**src/design/plane_projection_coefficients_top_macros.svh**
```systemverilog
// assertion macros for the plane projection coefficients block
`ifndef PLANE_PROJECTION_COEFFICIENTS_TOP_MACROS_SVH
`define PLANE_PROJECTION_COEFFICIENTS_TOP_MACROS_SVH

// same-cycle implication
`define PPC_ASSERT_NOW(label, clk, rst_n, ante, cons, msg) \
	label: assert property (@(posedge clk) disable iff (!rst_n) (ante) |-> (cons)) \
		else $error(msg);

// next-cycle implication
`define PPC_ASSERT_NEXT(label, clk, rst_n, ante, cons, msg) \
	label: assert property (@(posedge clk) disable iff (!rst_n) (ante) |=> (cons)) \
		else $error(msg);

`endif

```
**src/design/ppc_pkg.sv**
```systemverilog
// shared constants and helpers of the plane projection coefficients block
package ppc_pkg;
	localparam int PPC_DATA_WIDTH = 32;
	localparam int PPC_FRAC_BITS = 16;
	localparam int PPC_MUL_CHUNK = 32;

	function automatic int ppc_max(input int a, input int b);
		return (a > b) ? a : b;
	endfunction
endpackage

```
**src/design/ppc_mul.sv**
```systemverilog
// two-stage signed multiplier built from chunk partial products
module ppc_mul import ppc_pkg::*; #(
	parameter int AW = 32,
	parameter int BW = 32
) (
	input  logic                     clk,
	input  logic                     en,
	input  logic signed [AW-1:0]     a,
	input  logic signed [BW-1:0]     b,
	output logic signed [AW+BW-1:0]  p
);
	localparam int CH = PPC_MUL_CHUNK;
	localparam int NA = (AW + CH - 1) / CH;
	localparam int NB = (BW + CH - 1) / CH;
	localparam int PW = (NA + NB) * CH;

	logic [AW-1:0] ua;
	logic [BW-1:0] ub;
	logic [NA*CH-1:0] ma;
	logic [NB*CH-1:0] mb;
	logic [2*CH-1:0] pp_s1 [NA][NB];
	logic neg_s1;
	logic [PW-1:0] sum;

	always_comb begin
		ua = a[AW-1] ? -a : a;
		ub = b[BW-1] ? -b : b;
		ma = (NA*CH)'(ua);
		mb = (NB*CH)'(ub);
		sum = '0;
		for (int i = 0; i < NA; i++) begin
			for (int j = 0; j < NB; j++) begin
				sum = sum + (PW'(pp_s1[i][j]) << ((i + j) * CH));
			end
		end
	end

	always_ff @(posedge clk) begin
		if (en) begin
			neg_s1 <= a[AW-1] ^ b[BW-1];
			for (int i = 0; i < NA; i++) begin
				for (int j = 0; j < NB; j++) begin
					pp_s1[i][j] <= ma[i*CH +: CH] * mb[j*CH +: CH];
				end
			end
			p <= neg_s1 ? (AW+BW)'(-sum) : (AW+BW)'(sum);
		end
	end
endmodule

```
**config.mk**
```make
export PLATFORM = sky130hd
export DESIGN_NAME = ppc_mul
export DESIGN_NICKNAME = d
export VERILOG_FILES = /design/src/design/plane_projection_coefficients_top_macros.svh /design/src/design/ppc_pkg.sv /design/src/design/ppc_mul.sv
export SDC_FILE = /design/constraint.sdc
export NUM_CORES = 2
export LEC_CHECK = 0
export BUFFER_PORTS_ARGS = -buffer_cell sky130_fd_sc_hd__buf_2
export CORE_MARGIN = 8
export CORE_UTILIZATION = 29
export CTS_BUF_LIST = sky130_fd_sc_hd__clkbuf_8 sky130_fd_sc_hd__clkbuf_16
export DETAILED_ROUTE_END_ITERATION = 8
export GPL_TIMING_DRIVEN = 0
export HOLD_SLACK_MARGIN = 0.15
export PLACE_DENSITY_LB_ADDON = 0.08
export SYNTH_ARGS = -nofsm -noshare
export SYNTH_HDL_FRONTEND = slang
export SYNTH_SLANG_ARGS = --single-unit
```
**constraint.sdc**
```tcl
create_clock -name clk -period 25.8 [get_ports clk]
set_clock_uncertainty 0.15 [all_clocks]
set_input_delay 5.16 -clock clk [delete_from_list [all_inputs] [get_ports clk]]
set_output_delay 5.16 -clock clk [all_outputs]
set_load 0.01 [all_outputs]
```
==> results_dict.tcl <==
set metrics [dict create \
    nets 5635 \
    r2r_cells 9 \
    crit_path_end "pp_s1[0][60]$_DFFE_PP_" \
    r2r_slack_ns 21.33 \
    via_count 30312 \
    start_util_pct 29.09 \
    holdBufCountCts 0 \
    gp_congestion 0.9515 \
    ys_ff_latch 129 \
    maxCapViolCount 3 \
    cp_data_required_time_ns 25.89 \
    maxSlewViolCount 6 \
    ctsResizeCount 0 \
    r2r-end "p[60]$_DFFE_PP_" \
    synth_top_family_by_area "adder cells" \
    syn_nets 5461 \
    routed_wl_um 175700 \
    synthSimpleGateAreaFrac_pct 14.01 \
    crit_path_max_fanout 10 \
    async_reset_ff_share_pct 0 \
    syn_area_per_cell_sq_um 9.136 \
    via_per_inst 4.891 \
    core_area_sq_um 133000 \
    hold_path.class "reg2reg" \
    slew_headroom_pct -1.402 \
    drc 0 \
    port_buffers 127 \
    start_kind "input pin" \
    root_buffer "clkbuf_16" \
    synth_compound_area_share_pct 4.902 \
    critPathSlowestCell "xor2_1" \
    grt_usage_pct 23.99 \
    grt_max_degree 88 \
    ys_seq_area_share_pct 10.02 \
    drive_gt1_share_pct 5.860 \
    worstSetupEndpointType "flip-flop" \
    synth_fa_ha_area_share_pct 54.99 \
    fin_setup_tns_ns 0 \
    dr.pass1.iters 5 \
    synth_cell_type_count 65 \
    clock_latency_ns 0.43 \
    synth_edf_count 129 \
    die_h_um 381.2 \
    antenna_found_initial 12 \
    reg2reg_from "pp_s1[0][8]$_DFFE_PP_" \
    hold_violations 0 \
    clock_sinks 129 \
    tritoncts "built" \
    arrival_ns 19.28 \
    ys.warnings.count 0 \
    startpoint "a[0]" \
    outcome "finished with violations" \
    rsz0062_at_grt "false" \
    cts_inserted_buffers 17 \
    dp_hpwl_um 149400 \
    fin_crit_sh_pct 74.37 \
    fin_crit_ns 19.19 \
    postSynthCellCount 4233 \
    worst_pin_slew_ns 1.510 \
    area_growth_syn_to_layout_pct 10.80 \
    worstSetupPathType "in2reg" \
    std_cell_rows 134 \
    die-area_sq_um 145300 \
    violations "max-capacitance violations, max-slew violations" \
    grt_pass1_wl_um 249400 \
    clock_path_buffers 2 \
    synth_area_sq_um 38670 \
    cp_slowest_stage_delay_ns 1.15 \
    gr-total-overflow 0 \
    cts.reportedPaths.clkPinSlew_ns 0.07 \
    synthFlopType "edfxtp_1" \
    die_width_um 381.2 \
    drtIter0Drc 2208 \
    wl_per_cell_um 28.35 \
    cp_common_cell "fa_1" \
    setup_violations 0 \
    fill_cells 14171 \
    synth_xor_area_share_pct 5.406 \
    grt_pass1_vias 32852 \
    cts-htree-levels 4 \
    ant_nets 0 \
    max_clock_freq_mhz 52.12 \
    io_pins 130 \
    post_cts_buffers 0 \
    synthMuxAreaShare_pct 0.05500 \
]
-- cell families (layout without fill, tap and decap cells) --
logic type | after synthesis | after routing
XOR/XNOR | 237 | 237
AO/OA/AOI/OAI | 289 | 289
buffers and inverters | 1090 | 1277
other | 0 | 10
AND/OR/NAND/NOR | 1324 | 1324
flip-flops | 129 | 129
adder cells (fa/ha/maj) | 1162 | 1162
multiplexers | 2 | 2
-- registers in the layout (all words and copies together) (netlist names) --
name / count
neg_s1: 1
p: 64
pp_s1: 64
-- Yosys cell counts, types with 5 or more instances --
cell type / number / area (sq um)
and2_1: 24 / 150.1
o41ai_1: 18 / 157.7
edfxtp_1: 129 / 3874
or2_2: 9 / 56.30
nand3_1: 15 / 75.07
a21o_1: 27 / 202.7
clkbuf_1: 176 / 660.6
nand4_1: 15 / 93.84
nand2_1: 562 / 2110
o31ai_1: 26 / 195.2
nor3_1: 15 / 75.07
a221oi_1: 6 / 52.55
a21oi_1: 68 / 340.3
ha_1: 266 / 3328
xnor2_1: 146 / 1279
nand2b_1: 15 / 93.84
inv_1: 905 / 3397
xor2_1: 89 / 779.5
o21ai_0: 76 / 380.4
a211oi_1: 5 / 37.54
and3_1: 9 / 56.30
fa_1: 896 / 17940
o21a_1: 6 / 45.04
nor4_1: 9 / 56.30
o21bai_1: 16 / 120.1
nor2_1: 594 / 2230
o31a_1: 9 / 78.83
or3_1: 18 / 112.6
or4_1: 21 / 157.7
a31oi_1: 5 / 31.28
-- area by class of cell --
type                       instances  area, sq um  area share (%)
antenna                           10        25.02         0.05840
buffer                           185        710.7           1.659
clock buffer                      17        425.4          0.9928
clock inverter                    15        146.4          0.3417
inverter                         905         3397           7.928
multi-input combinational       3014        31020           72.39
sequential                       129         3874           9.041
tap                             1768         2212           5.163
timing repair buffer             155         1041           2.430
-- layout by cell type, fill, tap and decap left out, types with 16 or more instances in the layout --
master / count
a21o_1: 27
a21oi_1: 68
and2_1: 24
buf_2: 130
buf_8: 18
clkbuf_1: 176
clkbuf_16: 17
edfxtp_1: 129
fa_1: 896
ha_1: 266
inv_1: 905
nand2_1: 562
nor2_1: 594
o21ai_0: 76
o21bai_1: 16
o31ai_1: 25
o41ai_1: 18
or3_1: 18
or4_1: 21
xnor2_1: 131
xnor2_2: 16
xor2_1: 63
xor2_2: 27
-- metrics by stage --
step           instance area (sq um)  utilization, %  setup slack (ns)  hold WS [ns]  instances
6_report                       42850           32.23             6.613        0.3819       6198
3_3_place_gp                   41520           31.23             5.382        0.3775       6128
4_1_cts                        42810           32.20             6.593        0.3805       6188
2_1_floorplan                  38670               -             10.70        0.3244       4233
5_1_grt                        42830           32.21             6.074        0.3949       6190
3_5_place_dp                   42240           31.77             6.166        0.3643       6156
-- critical path: cells and delay by family --
kind / cells / cell delay [ns]
buf+inv: 11 / 3.06
simple gates: 7 / 1.93
xor+xnor: 1 / 1.15
compound gates: 9 / 3.08
fa+ha+maj: 10 / 4.82
-- worst min-delay path by stage --
stage                                startpoint             end  slack [ns]  cells after the start
after floorplan           pp_s1[0][0]$_DFFE_PP_  p[0]$_DFFE_PP_        0.32                      0
final                     pp_s1[0][0]$_DFFE_PP_  p[0]$_DFFE_PP_        0.38                      0
after detailed placement  pp_s1[0][0]$_DFFE_PP_  p[0]$_DFFE_PP_        0.36                      0
after CTS                 pp_s1[0][0]$_DFFE_PP_  p[0]$_DFFE_PP_        0.38                      0
after global placement    pp_s1[0][0]$_DFFE_PP_  p[0]$_DFFE_PP_        0.38                      0
after global routing      pp_s1[0][0]$_DFFE_PP_  p[0]$_DFFE_PP_        0.39                      0
-- metal layers --
layer / vias to the layer above / global-route usage, % / routed length (um)
met2: 1104 / 38.23 / 79520
met3: 272 / 4.503 / 11850
met1: 15911 / 31.90 / 75400
li1: 13015 / - / -
met5: - / 0 / 69
met4: 10 / 10.23 / 8847
Power is left out: the tool's default activity adds up to more than one toggle a clock period on the data nets, which glitch-free logic cannot reach.
